## config.mk

```make
export PLATFORM = sky130hd
export DESIGN_NAME = infusion_dose_controller
export DESIGN_NICKNAME = d
export VERILOG_FILES = /design/src/rtl/idc_pkg.sv /design/src/rtl/idc_fifo.sv /design/src/rtl/idc_front.sv /design/src/rtl/idc_back.sv /design/src/rtl/infusion_dose_controller.sv
export SDC_FILE = /design/constraint.sdc
export NUM_CORES = 2
export LEC_CHECK = 0
export ABC_AREA = 0
export BUFFER_PORTS_ARGS = -buffer_cell sky130_fd_sc_hd__buf_2
export CAP_MARGIN = 10
export CORE_MARGIN = 2
export CORE_UTILIZATION = 35
export DETAILED_ROUTE_END_ITERATION = 10
export GPL_TIMING_DRIVEN = 0
export PLACE_DENSITY = 0.47
export SYNTH_ARGS = -nofsm -noshare
export SYNTH_HDL_FRONTEND = slang
export SYNTH_HIERARCHICAL = 1
export SYNTH_SLANG_ARGS = --single-unit
```

## constraint.sdc

```tcl
create_clock -name clk -period 6.5 [get_ports clk]
set_clock_uncertainty 0.05 [all_clocks]
set_input_delay 0.325 -clock clk [delete_from_list [all_inputs] [get_ports clk]]
set_output_delay 0.325 -clock clk [all_outputs]
set_load 0.01 [all_outputs]
```

## src/rtl/idc_pkg.sv

```systemverilog
// ----------------------------------------------------------------------------
// idc_pkg: shared types and constants of the infusion dose controller
// Holds command codes, status codes, field widths and the request record.
// ----------------------------------------------------------------------------
package idc_pkg;

  localparam int NAME_BYTES      = 32;
  localparam int VOLUME_DIGITS   = 4;
  localparam int DURATION_DIGITS = 8;
  localparam int NAME_IDX_W      = $clog2(NAME_BYTES);
  localparam int CNT_W           = $clog2(NAME_BYTES + 1);

  localparam int VOL_W = 14;
  localparam int DUR_W = 27;
  localparam int PROD_W = VOL_W + 32;

  localparam logic [VOL_W-1:0] VOL_MAX = '1;
  localparam logic [DUR_W-1:0] DUR_MAX = '1;

  localparam logic [2:0] CMD_CREATE = 3'd0;
  localparam logic [2:0] CMD_MODIFY = 3'd1;
  localparam logic [2:0] CMD_DELETE = 3'd2;
  localparam logic [2:0] CMD_TICK   = 3'd4;

  localparam logic [3:0] ST_CREATED  = 4'd0;
  localparam logic [3:0] ST_MODIFIED = 4'd1;
  localparam logic [3:0] ST_DELETED  = 4'd2;
  localparam logic [3:0] ST_NO_MATCH = 4'd3;
  localparam logic [3:0] ST_BAD_MODE = 4'd4;
  localparam logic [3:0] ST_IGNORED  = 4'd5;
  localparam logic [3:0] ST_UPDATED  = 4'd6;
  localparam logic [3:0] ST_ENDED    = 4'd7;
  localparam logic [3:0] ST_IDLE     = 4'd8;

  // Operation handed from the front end to the back end.
  typedef enum logic [2:0] {
    OP_CREATE,
    OP_MODIFY,
    OP_DELETE,
    OP_BAD_MODE,
    OP_IGNORED,
    OP_TICK
  } op_t;

  typedef struct packed {
    op_t              op;
    logic             name_differs;
    logic [VOL_W-1:0] volume;
    logic [DUR_W-1:0] duration;
    logic [31:0]      now;
  } req_t;

  typedef struct packed {
    logic [3:0]       status;
    logic             running;
    logic [VOL_W-1:0] volume;
    logic [DUR_W-1:0] time_left;
  } res_t;

  function automatic logic is_digit(input logic [7:0] b);
    return (b >= 8'h30) && (b <= 8'h39);
  endfunction

endpackage

```

## src/rtl/idc_fifo.sv

```systemverilog
// ----------------------------------------------------------------------------
// idc_fifo: two-entry request queue between front end and back end
// Lets the parser accept bytes while the back end still holds its last result.
// ----------------------------------------------------------------------------
module idc_fifo import idc_pkg::*; (
  input  logic clk,
  input  logic rst,
  input  logic push,
  input  req_t wdata,
  output logic full,
  input  logic pop,
  output req_t rdata,
  output logic empty
);

  req_t       mem [2];
  logic       wptr;
  logic       rptr;
  logic [1:0] count;

  assign full  = (count == 2'd2);
  assign empty = (count == 2'd0);
  assign rdata = mem[rptr];

  always_ff @(posedge clk) begin
    if (rst) begin
      wptr  <= 1'b0;
      rptr  <= 1'b0;
      count <= 2'd0;
    end else begin
      if (push && !full) begin
        mem[wptr] <= wdata;
        wptr      <= ~wptr;
      end
      if (pop && !empty) rptr <= ~rptr;
      count <= count + 2'(push && !full) - 2'(pop && !empty);
    end
  end

endmodule

```

## src/rtl/idc_front.sv

```systemverilog
// ----------------------------------------------------------------------------
// idc_front: packet parser
// Parses name, volume and duration bytes, keeps the stored name and the
// running flag, and issues one request per packet end or tick.
// ----------------------------------------------------------------------------
module idc_front import idc_pkg::*; (
  input  logic             clk,
  input  logic             rst,
  input  logic             in_valid,
  input  logic [2:0]       command,
  input  logic [7:0]       data_byte,
  input  logic             packet_end,
  input  logic [31:0]      now_seconds,
  output logic             busy,
  output logic             req_valid,
  output req_t             req,
  input  logic             q_full,
  input  logic             run_set,
  input  logic             run_clear,
  input  logic             done
);

  typedef enum logic [1:0] {S_IDLE, S_CLEAR, S_PAD, S_WAIT} state_t;

  state_t                state;
  logic [1:0]            field_position;
  logic [CNT_W-1:0]      char_count;
  logic                  skip_next;
  logic                  digits_done;
  logic                  name_differs;
  logic [VOL_W-1:0]      parsed_volume;
  logic [DUR_W-1:0]      parsed_duration;
  logic [7:0]            stored_name [NAME_BYTES];
  logic [NAME_IDX_W-1:0] sweep;
  logic [NAME_IDX_W-1:0] pad_end;
  logic                  ender;
  logic                  dose_running;
  req_t                  pend;
  logic                  pend_valid;
  logic                  fin_seen;
  logic                  fin_clear;

  // Combinational decode of the current byte.
  logic                  is_tick;
  logic                  create;
  logic [NAME_IDX_W-1:0] cidx;
  logic [7:0]            cur;
  logic [17:0]           vol_acc;
  logic [30:0]           dur_acc;
  logic [VOL_W-1:0]      vol_new;
  logic [DUR_W-1:0]      dur_new;

  assign is_tick = (command == CMD_TICK);
  assign create  = (command == CMD_CREATE);
  assign cidx    = char_count[NAME_IDX_W-1:0];
  assign cur     = stored_name[cidx];
  assign vol_acc = 18'(parsed_volume) * 18'd10 + 18'(data_byte - 8'h30);
  assign dur_acc = 31'(parsed_duration) * 31'd10 + 31'(data_byte - 8'h30);
  assign vol_new = (vol_acc > 18'(VOL_MAX)) ? VOL_MAX : vol_acc[VOL_W-1:0];
  assign dur_new = (dur_acc > 31'(DUR_MAX)) ? DUR_MAX : dur_acc[DUR_W-1:0];

  assign busy      = (state != S_IDLE) || pend_valid;
  assign req_valid = pend_valid;
  assign req       = pend;

  always_ff @(posedge clk) begin
    logic                  nd;
    logic [1:0]            fp;
    logic [CNT_W-1:0]      cc;
    logic                  sk;
    logic                  dd;
    logic [VOL_W-1:0]      pv;
    logic [DUR_W-1:0]      pd;
    logic                  end_nm;
    logic [CNT_W-1:0]      nlen;
    op_t                   op;
    if (rst) begin
      state           <= S_CLEAR;
      sweep           <= '0;
      field_position  <= 2'd0;
      char_count      <= '0;
      skip_next       <= 1'b0;
      digits_done     <= 1'b0;
      name_differs    <= 1'b0;
      parsed_volume   <= '0;
      parsed_duration <= '0;
      dose_running    <= 1'b0;
      pend_valid      <= 1'b0;
      fin_seen        <= 1'b0;
      fin_clear       <= 1'b0;
    end else begin
      if (pend_valid && !q_full) pend_valid <= 1'b0;
      if (run_set) dose_running <= 1'b1;
      else if (run_clear) dose_running <= 1'b0;
      // The back end may finish while the name padding still runs, so its
      // finish pulse is held until the wait state picks it up.
      if (state == S_WAIT && (fin_seen || done || run_set || run_clear)) begin
        fin_seen  <= 1'b0;
        fin_clear <= 1'b0;
      end else begin
        if (done || run_set || run_clear) fin_seen <= 1'b1;
        if (run_clear) fin_clear <= 1'b1;
      end
      unique case (state)
        S_CLEAR: begin
          stored_name[sweep] <= 8'h00;
          sweep <= sweep + 1'b1;
          if (sweep == NAME_IDX_W'(NAME_BYTES - 1)) state <= S_IDLE;
        end
        S_PAD: begin
          if (sweep < pad_end) stored_name[sweep] <= 8'h00;
          sweep <= sweep + 1'b1;
          if (sweep >= pad_end) state <= ender ? S_WAIT : S_IDLE;
        end
        S_WAIT: begin
          if (fin_seen || done || run_set || run_clear) begin
            if (fin_clear || run_clear) begin
              // Delete or dose end wipes the stored name.
              state <= S_CLEAR;
              sweep <= '0;
            end else begin
              state <= S_IDLE;
            end
          end
        end
        S_IDLE: begin
          if (in_valid) begin
            nd = name_differs; fp = field_position; cc = char_count;
            sk = skip_next; dd = digits_done; pv = parsed_volume;
            pd = parsed_duration; end_nm = 1'b0; nlen = char_count;
            if (is_tick) begin
              pend.op <= OP_TICK;
              pend.now <= now_seconds;
              pend_valid <= 1'b1;
              state <= S_WAIT;
            end else if (dose_running) begin
              if (packet_end) begin
                pend.op <= OP_IGNORED;
                pend_valid <= 1'b1;
                state <= S_WAIT;
              end
            end else begin
              if (sk) begin
                sk = 1'b0;
              end else if (fp == 2'd0) begin
                if (data_byte == 8'h00) begin
                  end_nm = 1'b1;
                end else begin
                  if (cur != data_byte) nd = 1'b1;
                  if (create && cc < CNT_W'(NAME_BYTES - 1))
                    stored_name[cidx] <= data_byte;
                  cc = cc + 1'b1;
                  if (cc == CNT_W'(NAME_BYTES)) begin
                    end_nm = 1'b1; sk = 1'b1;
                  end
                end
              end else if (fp == 2'd1) begin
                if (data_byte == 8'h00) begin
                  fp = 2'd2; cc = '0; dd = 1'b0;
                end else begin
                  if (!dd) begin
                    if (is_digit(data_byte)) pv = vol_new;
                    else dd = 1'b1;
                  end
                  cc = cc + 1'b1;
                  if (cc == CNT_W'(VOLUME_DIGITS)) begin
                    fp = 2'd2; cc = '0; dd = 1'b0; sk = 1'b1;
                  end
                end
              end else if (fp == 2'd2) begin
                if (data_byte == 8'h00) begin
                  fp = 2'd3; cc = '0;
                end else begin
                  if (!dd) begin
                    if (is_digit(data_byte)) pd = dur_new;
                    else dd = 1'b1;
                  end
                  cc = cc + 1'b1;
                  if (cc == CNT_W'(DURATION_DIGITS)) begin
                    fp = 2'd3; cc = '0;
                  end
                end
              end
              if (packet_end && fp == 2'd0 && !sk) end_nm = 1'b1;
              if (end_nm) begin
                // Name length is the count before this byte's reset.
                if (cc < CNT_W'(NAME_BYTES) && data_byte == 8'h00) nlen = cc;
                else nlen = cc;
                if (nlen < CNT_W'(NAME_BYTES) &&
                    stored_name[nlen[NAME_IDX_W-1:0]] != 8'h00) nd = 1'b1;
                fp = 2'd1; cc = '0; dd = 1'b0;
              end
              if (packet_end) begin
                priority case (command)
                  CMD_CREATE: op = OP_CREATE;
                  CMD_MODIFY: op = OP_MODIFY;
                  CMD_DELETE: op = OP_DELETE;
                  default:    op = OP_BAD_MODE;
                endcase
                pend.op           <= op;
                pend.name_differs <= nd;
                pend.volume       <= pv;
                pend.duration     <= pd;
                pend.now          <= now_seconds;
                pend_valid        <= 1'b1;
                field_position <= 2'd0; char_count <= '0; skip_next <= 1'b0;
                digits_done <= 1'b0; name_differs <= 1'b0;
                parsed_volume <= '0; parsed_duration <= '0;
              end else begin
                field_position <= fp; char_count <= cc; skip_next <= sk;
                digits_done <= dd; name_differs <= nd;
                parsed_volume <= pv; parsed_duration <= pd;
              end
              ender <= packet_end;
              if (end_nm && create && nlen < CNT_W'(NAME_BYTES - 1)) begin
                sweep   <= nlen[NAME_IDX_W-1:0];
                pad_end <= NAME_IDX_W'(NAME_BYTES - 1);
                state   <= S_PAD;
              end else if (packet_end) begin
                state <= S_WAIT;
              end
            end
          end
        end
        default: state <= S_IDLE;
      endcase
    end
  end

endmodule

```

## src/rtl/idc_back.sv

```systemverilog
// ----------------------------------------------------------------------------
// idc_back: dose engine
// Executes requests, holds the dose registers and runs a bit-serial divider
// for the remaining-volume update on a tick that updates a running dose.
// ----------------------------------------------------------------------------
module idc_back import idc_pkg::*; (
  input  logic clk,
  input  logic rst,
  input  logic q_empty,
  input  req_t q_data,
  output logic q_pop,
  output logic res_valid,
  output res_t res,
  input  logic res_ready,
  output logic run_set,
  output logic run_clear,
  output logic done
);

  typedef enum logic [1:0] {B_IDLE, B_MUL, B_DIV, B_OUT} state_t;

  state_t              state;
  logic [3:0]          res_status;
  logic [VOL_W-1:0]    initial_volume;
  logic [VOL_W-1:0]    volume_left;
  logic [DUR_W-1:0]    initial_duration;
  logic [DUR_W-1:0]    duration_left;
  logic [31:0]         start_time;
  logic                dose_running;
  logic [31:0]         elapsed;
  logic [PROD_W-1:0]   prod;
  logic [PROD_W-1:0]   quo;
  logic [DUR_W:0]      rem;
  logic [5:0]          bitn;
  logic [DUR_W+1:0]    trial;

  assign q_pop = (state == B_IDLE) && !q_empty;
  assign trial = {rem, prod[PROD_W-1]} - {2'b0, initial_duration};

  always_ff @(posedge clk) begin
    logic [31:0] el;
    if (rst) begin
      state            <= B_IDLE;
      initial_volume   <= '0;
      volume_left      <= '0;
      initial_duration <= '0;
      duration_left    <= '0;
      start_time       <= '0;
      dose_running     <= 1'b0;
      res_valid        <= 1'b0;
      run_set          <= 1'b0;
      run_clear        <= 1'b0;
      done             <= 1'b0;
    end else begin
      run_set   <= 1'b0;
      run_clear <= 1'b0;
      done      <= 1'b0;
      unique case (state)
        B_IDLE: begin
          if (!q_empty) begin
            state <= B_OUT;
            res_valid <= 1'b1;
            unique case (q_data.op)
              OP_CREATE, OP_MODIFY: begin
                if (q_data.op == OP_MODIFY && q_data.name_differs) begin
                  res_status <= ST_NO_MATCH;
                  done <= 1'b1;
                end else begin
                  res_status <= (q_data.op == OP_CREATE) ? ST_CREATED : ST_MODIFIED;
                  initial_volume <= q_data.volume;
                  volume_left <= q_data.volume;
                  initial_duration <= q_data.duration;
                  duration_left <= q_data.duration;
                  start_time <= q_data.now;
                  dose_running <= (q_data.volume != '0) && (q_data.duration != '0);
                  if ((q_data.volume != '0) && (q_data.duration != '0)) run_set <= 1'b1;
                  else done <= 1'b1;
                end
              end
              OP_DELETE: begin
                if (q_data.name_differs) begin
                  res_status <= ST_NO_MATCH;
                  done <= 1'b1;
                end else begin
                  res_status <= ST_DELETED;
                  initial_volume <= '0; volume_left <= '0;
                  initial_duration <= '0; duration_left <= '0;
                  start_time <= '0; dose_running <= 1'b0;
                  run_clear <= 1'b1;
                end
              end
              OP_BAD_MODE: begin
                res_status <= ST_BAD_MODE;
                done <= 1'b1;
              end
              OP_IGNORED: begin
                res_status <= ST_IGNORED;
                done <= 1'b1;
              end
              OP_TICK: begin
                el = q_data.now - start_time;
                if (!dose_running) begin
                  res_status <= ST_IDLE;
                  done <= 1'b1;
                end else if (el >= 32'(initial_duration)) begin
                  res_status <= ST_ENDED;
                  initial_volume <= '0; volume_left <= '0;
                  initial_duration <= '0; duration_left <= '0;
                  start_time <= '0; dose_running <= 1'b0;
                  run_clear <= 1'b1;
                end else begin
                  res_valid <= 1'b0;
                  elapsed <= el;
                  state <= B_MUL;
                end
              end
              default: begin
                res_status <= ST_BAD_MODE;
                done <= 1'b1;
              end
            endcase
          end
        end
        B_MUL: begin
          prod  <= PROD_W'(initial_volume) * PROD_W'(elapsed);
          quo   <= '0;
          rem   <= '0;
          bitn  <= 6'(PROD_W - 1);
          state <= B_DIV;
        end
        B_DIV: begin
          // Restoring division, one quotient bit per cycle.
          if (!trial[DUR_W+1]) rem <= trial[DUR_W:0];
          else rem <= {rem[DUR_W-1:0], prod[PROD_W-1]};
          quo  <= {quo[PROD_W-2:0], !trial[DUR_W+1]};
          prod <= {prod[PROD_W-2:0], 1'b0};
          bitn <= bitn - 1'b1;
          if (bitn == 6'd0) begin
            volume_left <= initial_volume
                         - VOL_W'({quo[PROD_W-2:0], !trial[DUR_W+1]});
            duration_left <= initial_duration - elapsed[DUR_W-1:0];
            res_status <= ST_UPDATED;
            res_valid <= 1'b1;
            done <= 1'b1;
            state <= B_OUT;
          end
        end
        B_OUT: begin
          if (res_ready) begin
            res_valid <= 1'b0;
            state <= B_IDLE;
          end
        end
        default: state <= B_IDLE;
      endcase
    end
  end

  assign res = '{status: res_status, running: dose_running,
                 volume: volume_left, time_left: duration_left};

endmodule

```

## src/rtl/infusion_dose_controller.sv

```systemverilog
// ----------------------------------------------------------------------------
// infusion_dose_controller: infusion dose command parser and dose timer
// Parses command packets, stores a dose and tracks its progress on ticks.
// ----------------------------------------------------------------------------
// Usage: requests enter on the push/full channel, one packet byte or one
// time tick per request. A packet byte that is not the last of its packet
// gives no result; the last byte of a packet and every tick give one result
// on the pop/empty channel, which holds it until it is popped.
// The front end parses bytes and hands one operation per packet end or tick
// to the back end through a two-entry queue. A plain packet byte leaves the
// parser idle for the next byte. A create byte that ends the name field adds
// a padding sweep that zeroes the rest of the stored name. A packet end is
// registered in the front end, passes the queue and gives its result from
// the back end's result register. A tick that updates a running dose gives
// its result after the multiply step and the 46-step bit-serial divider of
// the back end, one quotient bit per cycle. After either, the next request
// is taken once the front end sees the back end finish. Delete and dose end
// add a sweep that zeroes the stored name; after reset full stays high while
// the stored name is swept to zero. A stalled receiver holds the result and,
// through the back end, stops the parser after its next packet end or tick.
// ----------------------------------------------------------------------------
module infusion_dose_controller import idc_pkg::*; (
  input  logic                    clk,
  input  logic                    rst,
  input  logic                    push,
  output logic                    full,
  input  logic [2:0]              command,
  input  logic [7:0]              data_byte,
  input  logic                    packet_end,
  input  logic [31:0]             now_seconds,
  output logic                    empty,
  input  logic                    pop,
  output logic [3:0]              status,
  output logic                    running,
  output logic [VOL_W-1:0]        remaining_volume,
  output logic [DUR_W-1:0]        remaining_time
);

  logic busy;
  logic fr_valid;
  req_t fr_req;
  logic q_full;
  logic q_empty;
  req_t q_data;
  logic q_pop;
  logic res_valid;
  res_t res;
  logic run_set;
  logic run_clear;
  logic done;
  logic waiting;

  // The front end waits for the back end to finish each operation, since the
  // parser depends on the running flag and the stored name it leaves.
  always_ff @(posedge clk) begin
    if (rst) waiting <= 1'b0;
    else if (fr_valid && !q_full) waiting <= 1'b1;
    else if (done || run_set || run_clear) waiting <= 1'b0;
  end

  assign full = busy || waiting;

  idc_front u_front (
    .clk, .rst,
    .in_valid (push && !full),
    .command, .data_byte, .packet_end, .now_seconds,
    .busy,
    .req_valid (fr_valid),
    .req       (fr_req),
    .q_full,
    .run_set, .run_clear, .done
  );

  idc_fifo u_fifo (
    .clk, .rst,
    .push  (fr_valid),
    .wdata (fr_req),
    .full  (q_full),
    .pop   (q_pop),
    .rdata (q_data),
    .empty (q_empty)
  );

  idc_back u_back (
    .clk, .rst,
    .q_empty, .q_data, .q_pop,
    .res_valid, .res,
    .res_ready (pop),
    .run_set, .run_clear, .done
  );

  assign empty            = !res_valid;
  assign status           = res.status;
  assign running          = res.running;
  assign remaining_volume = res.volume;
  assign remaining_time   = res.time_left;

endmodule
```

==> results.yml <==
drt:
  drt_iter0_drc: 3322
  drc: 0
  vias_per_cell: 5.39
  post_drt_wl_per_cell_um: 23.8
  drtPass1Iterations: 8
  wl_um: 200000
  num_vias: 45307
  ant_nets: 0
die:
  die-area_um2: 172000
  start_util: 0.352
  core.rowCount: 150
  core_um2: 167000
  die_h_um: 414
  die_w_um: 414
  boundaryPins: 96
global_routing:
  antenna_found_initial: 9
  grt_overflow: 0
  gr-usage-met1: 0.292
  grt_pass1_vias: 45487
  grt_max_degree: 36
  grt_pass1_wl_um: 295000
  use_met3: 0.0340
  grt_usage: 0.228
  grt.busiest_layer: "met2"
  met2_usage: 0.389
yosys:
  ys_types: 109
  synth_top_area_frac: 0.314
  muxShareOfSynthArea: 0.0452
  synth_edf_count: 617
  yosysWarnings: 6
  ys_seq_area_frac: 0.381
  postSynthCellCount: 5709
  synth_compound_area_frac: 0.136
  synth-adder-area-share: 0.203
  synth_top_flop_cell: "edfxtp_1"
  async_reset_ff_frac: 0
  synth_fp_nets: 6493
  syn_avg_cell_area_um2: 10.3
  synth_xor_area_frac: 0.0291
  synth_area_leaders: "edfxtp_1 (31%), fa_1 (12%), ha_1 (7.9%)"
  yosys.area_share.simple: 0.150
  synth_top_family_by_area: "adder cells"
  synth_top_area_cell: "edfxtp_1"
  ys_ff_latch: 812
  syn_area_um2: 58900
cells_and_area:
  ff_latch_area_um2: 22500
  multiInputGateArea_um2: 34500
  final_cell_mix: "edfxtp_1 (617), nand2_1 (535), inv_1 (519)"
  mostFrequentLayoutCell: "edfxtp_1"
  instances_no_fill: 8401
  area_delta_synth_final_pct: 17.8
  post-route-util: 0.415
  nets: 6894
  drive_gt1_frac: 0.172
  fill_cells: 16131
clocking:
  cts_tree: "yes"
  htree_levels: 3
  clkTransAtPathRegs_ps: 60
  cts-root-buf: "clkbuf_16"
  clk_path_buf_depth: 3
  clock_latency_ps: 750
  clock-sinks: 812
  cts_inserted_buffers: 95
timing:
  setup_viol: 14
  relSlewSlack: 0.0921
  timing.final.crit_share: 1.05
  timing.final.crit_period_ps: 6820
  drv_slew: 0
  worst_slack_ps: -323
  tightestPinTransition_ps: 1360
  finalSetupTns_ps: -2610
  rsz0062_at_grt: "yes"
  max_freq_mhz: 147
  final_hold_viol_count: 0
pwr:
  clkPwrFrac: 0.380
  sequentialPowerShare: 0.429
  swShare: 0.304
  combPwrFrac: 0.191
  power.density_nw_per_um2: 204
  ir_worst_vdd_mv: 0.233
  cellLeakagePower_uw: 0.0280
  netSwitchingPower_uw: 4300
  power_uw: 14200
  internal_power_uw: 9850
placement:
  placed_cells: 8035
  io_buffers: 94
  hpwl_um: 151000
  gp_congestion: 0.931
worst_setup_path:
  start_kind: "register"
  crit_top_cell: "fa_1"
  end_kind: "register"
  crit_slowest_cell: "fa_2"
  worstSetupPathType: "reg2reg"
  cp_data_required_time_ps: 6850
  path_buf_inv: 8
  crit_family: "adder cells"
  max_stage_delay_ps: 550
  worstPathArrival_ps: 7170
  crit_fanout: 5
job:
  drv_cap: 0
min_path:
  hp-class: "in2reg"
run_status:
  status: "finished, violations left"
  violations: "setup timing"
-- cells by family after synthesis --
| group | Yosys count |
|---|---|
| buffers and inverters | 832 |
| DFF | 812 |
| xor gates and xnor gates | 196 |
| AOI/OAI and AO/OA | 1175 |
| and+or+nand+nor | 1754 |
| muxes | 204 |
| adders and majority gates | 736 |
-- per-layer routing --
metal | up-vias | part of all wire
met5 | - | 0.000035
li1 | 21026 | -
met4 | 2 | 0.039
met2 | 1366 | 0.49
met1 | 22561 | 0.42
met3 | 352 | 0.052
-- sequential cells by signal (all words and copies together) (netlist names), 2 cells and up, named ones only --
signal and flops:
u_front/stored_name 256, u_front/char_count 6, u_back/elapsed 32, u_back/res_status 4
u_front/field_position 2, u_back/rem 28, u_front/req 77, u_fifo/mem 154
u_back/initial_volume 14, u_back/prod 46, u_back/volume_left 14, u_back/quo 13
u_front/parsed_volume 14, u_front/sweep 5, u_back/bitn 6, u_fifo/count 2
u_back/state 2, u_front/parsed_duration 27, u_back/initial_duration 27, u_back/start_time 32
u_front/state 2, u_back/duration_left 27
-- power groups by stage --
stage	combinational [µW]	sequential, µW	clock [µW]
floorplan	1580	6190	0
global placement	2510	6250	0
detailed placement	2600	6190	0
CTS	2650	6080	5520
global route	2930	6100	5710
finish	2700	6080	5380
-- worst paths after layout --
kind,start,end,slack (ps),cells after the start
worst max register to register,u_back/initial_volume[4],u_back/prod[41],-320,26
worst max-delay path,u_back/initial_volume[4],u_back/prod[41],-320,26
worst min-delay path,pop,u_back/state[1],170,4
worst min register to register,u_front/req[62],u_fifo/mem[0][62],380,0
-- final cells by class --
class,count,area share
buffer,258,0.0248
multi-input combinational,4066,0.496
timing repair buffer,319,0.0396
inverter,558,0.0302
tap,2204,0.0397
antenna,5,0.000180
sequential,812,0.324
clock buffer,129,0.0374
clock inverter,50,0.00795
-- cell usage after synthesis (42+ instances only) --
library cell,count
a21oi_1,297
nor2_1,338
ha_1,371
inv_1,557
mux2_2,58
and2_1,216
nand2_1,544
a22oi_1,66
edfxtp_1,617
o22a_1,42
a211oi_1,64
mux2i_1,84
nand3_2,45
nand3_1,137
xnor2_1,129
dfxtp_1,195
a21o_1,97
fa_1,365
o21ai_0,211
nor3_1,80
nor4_1,79
clkbuf_1,199
nor2b_1,72
a21oi_2,43
xor2_1,67
and3_1,58
-- stage by stage --
stage                     setup slack, ps  hold slack (ps)  instance area (µm²)
after floorplan                      -321              344                59000
after global placement              -3750              373                62200
after detailed placement            -1760              381                62700
after CTS                            -406             95.0                68400
after global routing                 -491              154                69400
final                                -323              169                69400
-- tightest hold or removal path, cell delays in order --
cell and delay [ps]:
buf_2 130, nand2b_1 160, nand3_1 170, o41ai_1 110
-- what timing repair did --
item | 4_1_cts | 5_1_grt
gates resized for setup | 366 | 196
gates cloned | 2 | 0
pin swaps | 152 | 109
buffers inserted | 121 | 40
hold endpoints to repair | 43 | 0
hold buffers | 38 | 0
setup endpoints to repair | 239 | 258
No activity file was read; power rests on OpenSTA's default activity.
